### config.mk
export PLATFORM = sky130hd
export DESIGN_NAME = kwa_div
export DESIGN_NICKNAME = d
export VERILOG_FILES = /design/src/sv/kwa_div.sv
export SDC_FILE = /design/constraint.sdc
export NUM_CORES = 1
export LEC_CHECK = 0
export ABC_AREA = 1
export BUFFER_PORTS_ARGS = -buffer_cell sky130_fd_sc_hd__buf_2
export CORE_AREA = 3 3 166 135
export DETAILED_ROUTE_END_ITERATION = 16
export DIE_AREA = 0 0 169 138
export PLACE_DENSITY = 0.62
export SETUP_SLACK_MARGIN = 0.3
export SLEW_MARGIN = 25
export SYNTH_ARGS = -nofsm -noshare
export SYNTH_HDL_FRONTEND = slang
export SYNTH_SLANG_ARGS = --single-unit
### constraint.sdc
create_clock -name clk -period 2.5 [get_ports clk]
set_input_delay 0.125 -clock clk [delete_from_list [all_inputs] [get_ports clk]]
set_output_delay 0.125 -clock clk [all_outputs]
set_load 0.005 [all_outputs]
### src/sv/kwa_div.sv
module kwa_div (
    input  logic        clk,
    input  logic        rst_n,
    input  logic        start,
    input  logic [63:0] dividend,
    input  logic [31:0] divisor,
    output logic        done,
    output logic [31:0] quotient
);

    logic        busy_reg, busy_next;
    logic [5:0]  step_reg, step_next;
    logic [32:0] rem_reg, rem_next;
    logic [63:0] quo_reg, quo_next;
    logic [31:0] div_reg, div_next;
    logic [32:0] shifted;

    // one restoring step per cycle, dividend bits shift out as quotient bits shift in
    always_comb
    begin
        busy_next = busy_reg;
        step_next = step_reg;
        rem_next  = rem_reg;
        quo_next  = quo_reg;
        div_next  = div_reg;
        done      = 1'b0;
        shifted   = {rem_reg[31:0], quo_reg[63]};
        if (start)
        begin
            busy_next = 1'b1;
            step_next = 6'd0;
            rem_next  = 33'd0;
            quo_next  = dividend;
            div_next  = divisor;
        end
        else if (busy_reg)
        begin
            if (shifted >= {1'b0, div_reg})
            begin
                rem_next = shifted - {1'b0, div_reg};
                quo_next = {quo_reg[62:0], 1'b1};
            end
            else
            begin
                rem_next = shifted;
                quo_next = {quo_reg[62:0], 1'b0};
            end
            step_next = step_reg + 6'd1;
            if (step_reg == 6'd63)
            begin
                busy_next = 1'b0;
                done      = 1'b1;
            end
        end
    end

    assign quotient = quo_next[31:0];

    always_ff @(posedge clk or negedge rst_n)
    begin
        if (!rst_n)
        begin
            busy_reg <= 1'b0;
        end
        else
        begin
            busy_reg <= busy_next;
        end
    end

    always_ff @(posedge clk)
    begin
        step_reg <= step_next;
        rem_reg  <= rem_next;
        quo_reg  <= quo_next;
        div_reg  <= div_next;
    end

endmodule

# == After elaboration in Yosys (flattened, before gate mapping) ==
# Index checks and enable logic that the tools add are counted.
# op_classes
mux,10
order_cmp,1
reduce_logical,1
n_eq_ne,1
n_addsub,2
# ops
op,n
64-bit two-way mux,2
33-bit by 32-bit >= comparator with 1-bit output,1
32-bit two-way mux,1
32-bit subtractor,1
1-bit two-way mux,7
"6-bit by 1-bit adder with 6-bit output, second input constant",1
"6-bit == test, second input constant",1
2-bit nonzero test,1
# totals
wordCells,21
register_bits,135
inputBits,99
output_inout_bits,33

# == Logic depth before layout (Yosys ltp) ==
# Gate-level depths: netlist of the first run.
# logic_depth
ltp_word,4
mapped_depth,16
mapped_depth_nobuf,16

# == Least setup slack after synthesis of the first run ==
# Ideal clock, no wire load.
# synth_path
path_kind,input port to output port
startpoint,input port start
endpoint,output port quotient[24]
path_slack_ps,171
cell_stages,6
n_path_buf,3
t_required_ps,2375
arrival_time_ps,2204
cell_sequence,clkbuf_1 -> nor2_1 -> inv_1 -> buf_1 -> o221ai_1 -> buf_4
# synth_via
elab_chain_len,1
# synth_lines
element,line_no,source
from (decl),4,"input logic start,"
64-bit two-way mux,28,if (start)
to (decl),8,output logic [31:0] quotient
# Every way passes these cells.

# == Final worst setup path of the first run ==
# layout_path
startpoint,register div_reg[30]
endpoint,output port quotient[0]
# layout_via
elab_chain_len,4
# layout_lines
element,line_no,source
from (decl),15,"logic [31:0] div_reg, div_next;"
from (signal assigned),76,div_reg <= div_next;
33-bit by 32-bit >= comparator with 1-bit output,38,"if (shifted >= {1'b0, div_reg})"
1-bit two-way mux,38,
64-bit two-way mux,36,else if (busy_reg)
64-bit two-way mux,28,
# Every way passes these cells. The select of a mux whose other input is x is not followed.

==> impl_metrics.json, run 1 <==
{
  "root_buffer": "clkbuf_16",
  "synth_top_flop_cell": "dfxtp_1",
  "synth_fp_nets": 1232,
  "synth.area.top_cells": "edfxtp_1 (23%), nand2_1 (18%), dfxtp_1 (17%)",
  "ant_nets": 0,
  "largest_register_ffs": 64,
  "cts_sinks": 135,
  "setup_tns_ns": 0,
  "netlist.area_leader.share": 0.231,
  "maxCapViolCount": 0,
  "dp_slack_ns": 0.253,
  "via_count": 7614,
  "synth-seq-cells": 135,
  "worst_pin_slew_ns": 0.442,
  "max_freq_mhz": 433,
  "io_buffers": 131,
  "ys_async_sr_fraction": 0.00741,
  "maxSlewHeadroom": 0.706,
  "wl_per_cell_um": 14.7,
  "antenna_found_initial": 0,
  "cts_tree": "built",
  "hold_class": "in -> reg",
  "yosysSeqAreaShare": 0.403,
  "dieArea_um2": 23300,
  "synth_area_per_cell_um2": 7.55,
  "mostFrequentLayoutCells": "nand2_1 (347), inv_1 (179), buf_2 (130), dlygate4sd3_1 (81), dfxtp_1 (70)",
  "dp_hpwl_um": 15400,
  "crit_type": "reg -> out",
  "start_util": 0.400,
  "hold_viol": 0,
  "die_height_um": 138,
  "clk_pin_slew_worst_paths_ns": 0.07,
  "drc_errors": 0,
  "fin_crit_sh": 0.924,
  "grtUsageTotal": 0.191,
  "drv_slew": 0,
  "finalSetupViolCount": 0,
  "cp_max_fo": 5,
  "yosys.area.top_type": "edfxtp_1",
  "rsz0062_at_grt": "true",
  "finalClockSkew_ns": 0.00986,
  "numCtsBuffers": 17,
  "drive_gt1_frac": 0.267,
  "synth_edf_count": 64,
  "cp.required_ns": 2.38,
  "grt-ovfl-total": 0,
  "core_area_um2": 20800,
  "die-width_um": 169,
  "antenna_cells": 0,
  "initialDrtViolationCount": 503,
  "firstDrtPassIters": 5,
  "end_kind": "output pin",
  "grt_pass1_wl_um": 36600,
  "ioPinCount": 132,
  "wl_um": 23200,
  "grt_pass1_vias": 7274,
  "min_period_ns": 2.31,
  "cellPowerDensity_nw_per_um2": 543,
  "status": "complete, no violations",
  "place_congestion": 0.964,
  "instances_no_fill": 1578,
  "clockBufferDepth": 2,
  "synthCells": 1099,
  "netlist_area_um2": 8300,
  "fill_cells": 1930,
  "synth_warnings": 0,
  "viasPerCell": 4.83,
  "holdWs_ns": 0.00903,
  "synth.distinct_cells": 39,
  "final_common_cell": "nand2_1",
  "cp-start-kind": "register",
  "cts.htree.levels": 4,
  "fin_ws_ns": 0.190,
  "post-place-cells": 1448,
  "grt_start_max_net_pins": 83,
  "areaGrowthSynthToFinish_pct": 35.4,
  "fin_nets": 1429,
  "max-vdd-ir-drop_uv": 420,
  "insertion_delay_ns": 0.43,
  "p_total_w": 0.00610,
  "critPathArrivalTime_ns": 2.19,
  "p_leak_nw": 5.69,
  "num_rows": 47
}
layout make-up:
cell class,count,area [um2],share of cell area
Multi-Input combinational cell,697,4370,0.389
Sequential cell,135,3350,0.298
Timing Repair Buffer,243,1820,0.162
Clock buffer,20,500,0.0445
Clock inverter,12,100,0.00890
Tap cell,269,337,0.0299
Inverter,202,761,0.0677
where the power goes:
part | total [W] | internal [W] | switching, W
sequential | 0.00256 | 0.00249 | 0.0000657
clock | 0.00255 | 0.00147 | 0.00108
combinational | 0.000993 | 0.000480 | 0.000514
total | 0.00610 | 0.00444 | 0.00166
final timing paths:
kind,from,cells after the start,slack (ns),endpoint
worst max-delay path,div_reg[30]$_DFFE_PP_,11,0.19,quotient[0]
worst min-delay path,dividend[55],2,0.009,quo_reg[55]$_DFFE_PP_
worst max register to register,div_reg[30]$_DFFE_PP_,13,0.37,rem_reg[7]$_SDFFE_PP0P_
worst min register to register,rem_reg[30]$_SDFFE_PP0P_,2,0.49,rem_reg[30]$_SDFFE_PP0P_
max in group asynchronous,rst_n,2,2.39,busy_reg$_DFF_PN0_
min in group asynchronous,rst_n,2,0.03,busy_reg$_DFF_PN0_
Yosys cell counts (6+ instances only):
library cell,count
ha_1,33
buf_4,33
nand3b_1,15
inv_2,6
inv_1,196
nand3_1,58
buf_2,7
nor2_2,7
edfxtp_1,64
o221ai_1,31
nand2_1,388
a22o_1,32
nor2_1,42
dfxtp_1,70
a21oi_1,15
nand2_2,9
nor3_1,7
nand3b_2,18
clkbuf_1,17
xnor2_1,13
timing repair:
| action | in CTS | in global routing |
|---|---|---|
| hold endpoints to repair | 80 | 1 |
| pin swaps | 12 | 18 |
| resized for setup | 66 | 68 |
| hold buffers | 80 | 1 |
| cloned | 0 | 4 |
| endpoints found under the setup margin | 13 | 38 |
| setup buffers | 9 | 4 |
cell families (layout without fill, tap and decap cells):
logic type      after synthesis  after routing  share of synthesized area
compound gates               84             84                     0.0799
xor+xnor                     14             14                     0.0148
fa+ha+maj                    34             34                     0.0521
buf+inv                     267            477                      0.143
flops                       135            135                      0.403
simple gates                565            565                      0.307
stage by stage:
step / cell area [um2] / util
after CTS: 10900 / 0.524
after global placement: 9010 / 0.434
after detailed placement: 9010 / 0.434
after floorplan: 8310 / -
final: 11200 / 0.541
after global routing: 11200 / 0.541
critical path, cell delays in order (launching register included):
cell      delay, ns
edfxtp_1       0.37
inv_1          0.10
ha_4           0.22
a21oi_2        0.15
nor2_1         0.07
nor3_2         0.22
nand3_2        0.12
nor2_4         0.13
nand2_4        0.06
nand2_4        0.07
o211ai_1       0.10
buf_2          0.16
layer usage:
metal,routed length (um),track usage
met2,10200,0.296
met3,1490,0.0385
met5,0,0
met4,301,0.0371
met1,11200,0.280
No activity file was read; power rests on OpenSTA's default activity.
==> inputs of run 2 (changes only) <==
- CORE_AREA: 3 3 166 135 -> 3 3 156 128
- DIE_AREA: 0 0 169 138 -> 0 0 159 131
- PLACE_DENSITY: 0.62 -> 0.68
- SKIP_LAST_GASP: not set -> 1
==> run 2 against run 1 <==
Compared with the run above:
- flip-flop and latch count unchanged
- clock skew about the same
- global-route usage grew 2.3 points
- sequential power about the same
- fmax is 1.1% lower
- power is 0.14% lower
- combinational power about the same
- worst hold slack better by 0.012 ns
- worst setup slack lost 0.026 ns
- clock power about the same
- first-iteration DRC count is 14% higher
- design area up 0.61%
- largest cell class unchanged
==> impl_metrics.json, run 2 (same netlist as run 1, synthesis figures left out) <==
{
  "cp-start-kind": "register",
  "cellPowerDensity_nw_per_um2": 539,
  "min_period_ns": 2.34,
  "grt_start_max_net_pins": 57,
  "fin_crit_sh": 0.935,
  "initialDrtViolationCount": 575,
  "maxSlewHeadroom": 0.687,
  "final_common_cell": "nand2_1",
  "place_congestion": 0.978,
  "wl_um": 23200,
  "worst_pin_slew_ns": 0.470,
  "clk_pin_slew_worst_paths_ns": 0.06,
  "largest_register_ffs": 64,
  "rsz0062_at_grt": "true",
  "io_buffers": 131,
  "grt_pass1_vias": 7271,
  "grt_pass1_wl_um": 35900,
  "cts_sinks": 135,
  "placedInstanceArea_um2": 9010,
  "max-vdd-ir-drop_uv": 399,
  "drc_errors": 0,
  "clockBufferDepth": 2,
  "fin_area_um2": 11300,
  "via_count": 7789,
  "cts.htree.levels": 4,
  "drive_gt1_frac": 0.259,
  "num_rows": 45,
  "max_stage_delay_ns": 0.38,
  "dieArea_um2": 20800,
  "viasPerCell": 4.91,
  "antenna_cells": 0,
  "max_freq_mhz": 428,
  "critPathArrivalTime_ns": 2.21,
  "cts_tree": "built",
  "start_util": 0.444,
  "numCtsBuffers": 17,
  "cp_common_cell": "nand2_1",
  "end_kind": "output pin",
  "ant_nets": 0,
  "r2r_setup_slack_ns": 0.32,
  "antenna_found_initial": 0,
  "grtUsageTotal": 0.214,
  "crit_type": "reg -> out",
  "dp_hpwl_um": 15100,
  "final_util": 0.605,
  "root_buffer": "clkbuf_16",
  "fin_nets": 1448,
  "fill_cells": 1648,
  "hold_viol": 0,
  "insertion_delay_ns": 0.44,
  "finalClockSkew_ns": 0.00987,
  "areaGrowthSynthToFinish_pct": 36.2,
  "ioPinCount": 132,
  "drv_slew": 0,
  "crit_buf_inv": 2,
  "cp.required_ns": 2.38,
  "status": "complete, no violations",
  "grt-ovfl-total": 0,
  "p_total_w": 0.00609,
  "die-width_um": 159,
  "wl_per_cell_um": 14.6,
  "setup_tns_ns": 0,
  "cp_max_fo": 5,
  "die_height_um": 131,
  "cp_slowest_cell": "edfxtp_1",
  "p_leak_nw": 5.75,
  "mostFrequentLayoutCells": "nand2_1 (356), inv_1 (183), buf_2 (130), dlygate4sd3_1 (91), dfxtp_1 (70)",
  "holdWs_ns": 0.0209,
  "hold_class": "in -> async",
  "maxCapViolCount": 0,
  "crit_chain": "inv_2 > ha_4 > nand2_1 > nand2_1 > a21oi_2 > nand2_2 > nand2_1 > nand3_2 > nor2_4 > nand2_4 > nand2_4 > o211ai_1 > buf_2",
  "firstDrtPassIters": 5,
  "core_area_um2": 18700,
  "finalSetupViolCount": 0,
  "crit_family": "simple AND/OR/NAND/NOR gates"
}
==> run 2: cell count changes in the layout (fill, tap and decap cells not counted), moves of 2 or more <==
cell / previous run / this run
buf_4: 22 / 35
clkinv_8: 0 / 2
nand2_1: 347 / 356
dlygate4sd3_1: 81 / 91
inv_2: 22 / 19
inv_8: 2 / 5
clkinv_2: 2 / 0
buf_12: 5 / 2
clkbuf_16: 23 / 20
clkinv_4: 4 / 2
inv_1: 179 / 183
nand2_2: 43 / 33
inv_4: 2 / 0
==> run 2: report_power, final <==
group | total, W | internal (W) | switching (W)
registers | 0.00255 | 0.00249 | 0.0000636
clock network | 0.00253 | 0.00139 | 0.00113
logic | 0.00101 | 0.000494 | 0.000520
total | 0.00609 | 0.00438 | 0.00172
==> run 2: through the flow <==
step,setup slack (ns),std cells
3_5_place_dp,0.255,1439
4_1_cts,0.129,1573
6_report,0.164,1586
5_1_grt,0.0322,1586
2_1_floorplan,0.488,1099
3_3_place_gp,0.273,1439
==> run 2: routing by layer <==
metal  global-route usage  wire length [um]  part of all wire  vias up
met5                    0                 0                 0        -
met4               0.0700               295             0.013        0
met3               0.0416              1190             0.051       28
met2                0.340             10500              0.45      220
met1                0.297             11200              0.48     3635
li1                     -                 -                 -     3906
==> run 2: cell type report <==
type,count,area (um2),share of cell area
Clock buffer,18,450,0.0398
Clock inverter,14,149,0.0132
Inverter,202,758,0.0670
Multi-Input combinational cell,697,4340,0.384
Sequential cell,135,3350,0.296
Tap cell,258,323,0.0285
Timing Repair Buffer,262,1940,0.171
==> run 2: what timing repair did <==
action,CTS,global route
hold endpoints to repair,90,1
buffers inserted,12,10
cloned,0,2
gates resized for setup,66,41
setup endpoints to repair,3,33
pin swaps,17,20
hold buffers,90,1
==> run 2: worst paths after layout <==
kind                                          start                        to  cells past startpoint
setup / recovery              div_reg[24]$_DFFE_PP_               quotient[0]                     13
hold / removal                                rst_n        busy_reg$_DFF_PN0_                      2
setup reg to reg              div_reg[24]$_DFFE_PP_   rem_reg[2]$_SDFFE_PP0P_                     15
hold reg to reg            rem_reg[30]$_SDFFE_PP0P_  rem_reg[30]$_SDFFE_PP0P_                      2
max in group asynchronous                     rst_n        busy_reg$_DFF_PN0_                      2
min in group clk                       dividend[47]     quo_reg[47]$_DFFE_PP_                      2
==> inputs of run 3 (changes only) <==
- CELL_PAD_IN_SITES_DETAIL_PLACEMENT: not set -> 1
- CELL_PAD_IN_SITES_GLOBAL_PLACEMENT: not set -> 1
- CORE_AREA: 3 3 156 128 -> 3 3 162 132
- DIE_AREA: 0 0 159 131 -> 0 0 165 135
- PLACE_DENSITY: 0.68 -> 0.83
==> run 3 against run 2 <==
Compared with the run above:
- the run now ends with negative setup slack left
- clock power hardly changed
- clock skew is 0.0059 ns higher
- cell count is 0.69% higher
- sequential share of layout area down 1.4 points
- critical path depth down 3
- sequential power is essentially flat
- worst hold slack got worse by 0.011 ns
- wire length up 56%
- first-iteration DRC count rose by 25%
- global-route usage increased by 5.2 points
- die area grew 6.9%
- via count increased by 14%
==> impl_metrics.json, run 3 (same netlist as run 1, synthesis figures left out) <==
{
  "fill_cells": 2309,
  "wl_per_cell_um": 22.6,
  "grt_start_max_net_pins": 74,
  "grtUsageTotal": 0.266,
  "antenna_found_initial": 1,
  "place_congestion": 0.962,
  "fin_nets": 1452,
  "numCtsBuffers": 17,
  "finalClockSkew_ns": 0.0157,
  "mostFrequentLayoutCells": "nand2_1 (304), inv_1 (176), buf_2 (130), dlygate4sd3_1 (84), dfxtp_1 (70)",
  "critPathArrivalTime_ns": 2.42,
  "grt-ovfl-total": 0,
  "cts.htree.levels": 4,
  "holdWs_ns": 0.00937,
  "dp_hpwl_um": 18000,
  "cp_max_fo": 3,
  "start_util": 0.418,
  "largest_register_ffs": 64,
  "maxCapViolCount": 0,
  "insertion_delay_ns": 0.44,
  "maxSlewHeadroom": 0.670,
  "fin_ws_ns": -0.0411,
  "ioPinCount": 132,
  "io_buffers": 131,
  "final_common_cell": "nand2_1",
  "rsz0062_at_grt": "true",
  "drive_gt1_frac": 0.332,
  "hold_viol": 0,
  "core_area_um2": 19900,
  "cp-start-kind": "register",
  "root_buffer": "clkbuf_16",
  "initialDrtViolationCount": 718,
  "dieArea_um2": 22300,
  "p_leak_nw": 6.03,
  "clockBufferDepth": 2,
  "crit_type": "reg -> out",
  "violations": "negative setup slack",
  "num_rows": 46,
  "drv_slew": 0,
  "via_count": 8884,
  "max_freq_mhz": 394,
  "firstDrtPassIters": 7,
  "hold_class": "in -> reg",
  "cts_tree": "built",
  "end_kind": "output pin",
  "drc_errors": 0,
  "fin_crit_sh": 1.02,
  "finalSetupViolCount": 2,
  "p_total_w": 0.00635,
  "final_util": 0.599,
  "areaGrowthSynthToFinish_pct": 43.2,
  "clk_pin_slew_worst_paths_ns": 0.07,
  "die_height_um": 135,
  "ff_latch_area_um2": 3350,
  "cellPowerDensity_nw_per_um2": 534,
  "status": "finished, violations left",
  "grt_pass1_vias": 8981,
  "cts_sinks": 135,
  "cp.required_ns": 2.38,
  "ant_nets": 0,
  "multi_input_area_um2": 4820,
  "grt_pass1_wl_um": 46600,
  "max-vdd-ir-drop_uv": 429,
  "min_period_ns": 2.54,
  "viasPerCell": 5.56,
  "die-width_um": 165,
  "worst_pin_slew_ns": 0.495,
  "wl_um": 36100
}
[run 3: changes by cell type in the layout (fill, tap and decap cells not counted), moves of 6 or more]
cell           delta
nand3_2          +20
nand2_4          +28
buf_12            +6
nand3_1          -23
inv_2             +7
nand2_2          +24
nand2_1          -52
inv_1             -7
dlygate4sd3_1     -7
[run 3: routing by layer]
layer	share of wire	up-vias	wire length, um	global-route usage
met2	0.49	493	17900	0.456
met5	0	-	0	0
li1	-	3901	-	-
met3	0.068	176	2440	0.0515
met1	0.39	4314	13900	0.337
met4	0.052	0	1900	0.0876
[run 3: cell type report]
cell class | instances | share of cell area
timing repair buffer | 266 | 0.173
inverter | 202 | 0.0638
antenna | 1 | 0.000210
clock inverter | 14 | 0.0112
sequential | 135 | 0.282
multi-input combinational | 697 | 0.405
tap | 264 | 0.0278
clock buffer | 18 | 0.0369
[run 3: through the flow]
stage	setup TNS, ns	instances	worst slack, ns	area, um2
floorplan	0	1099	0.488	8310
global placement	0	1444	0.262	9010
detailed placement	0	1444	0.189	9010
CTS	0	1576	0.135	11100
global route	-0.196	1597	-0.117	11900
finish	-0.0664	1597	-0.0411	11900
[run 3: where the power goes]
group,internal (W),switching (W),total (W)
clock,0.00134,0.00120,0.00253
sequential,0.00249,0.0000901,0.00258
combinational,0.000532,0.000705,0.00124
total,0.00436,0.00199,0.00635
[run 3: path summary, 6_finish.rpt]
path,from,to,slack [ns],depth (start not counted)
hold reg to reg,rem_reg[18]$_SDFFE_PP0P_,rem_reg[18]$_SDFFE_PP0P_,0.50,2
setup reg to reg,rem_reg[30]$_SDFFE_PP0P_,rem_reg[30]$_SDFFE_PP0P_,-0.03,14
max in group asynchronous,rst_n,busy_reg$_DFF_PN0_,2.37,2
setup / recovery,rem_reg[30]$_SDFFE_PP0P_,quotient[0],-0.04,10
hold / removal,dividend[45],quo_reg[45]$_DFFE_PP_,0.009,2
min in group asynchronous,rst_n,busy_reg$_DFF_PN0_,0.03,2
[run 3: what timing repair did]
| item | CTS | global route |
|---|---|---|
| cloned | 0 | 3 |
| hold buffers | 82 | 2 |
| endpoints found under the hold margin | 82 | 2 |
| pin swaps | 13 | 72 |
| endpoints found under the setup margin | 27 | 59 |
| gates resized for setup | 97 | 164 |
| buffers inserted | 18 | 15 |
[run 3: critical path: stages, from the launching register on]
cell	delay [ns]
dfxtp_1	0.38
ha_1	0.35
inv_1	0.11
nor2_2	0.14
nand2_2	0.16
nor2_1	0.29
nor2_4	0.09
nand2_4	0.08
nand2_4	0.06
o211ai_1	0.12
buf_2	0.18
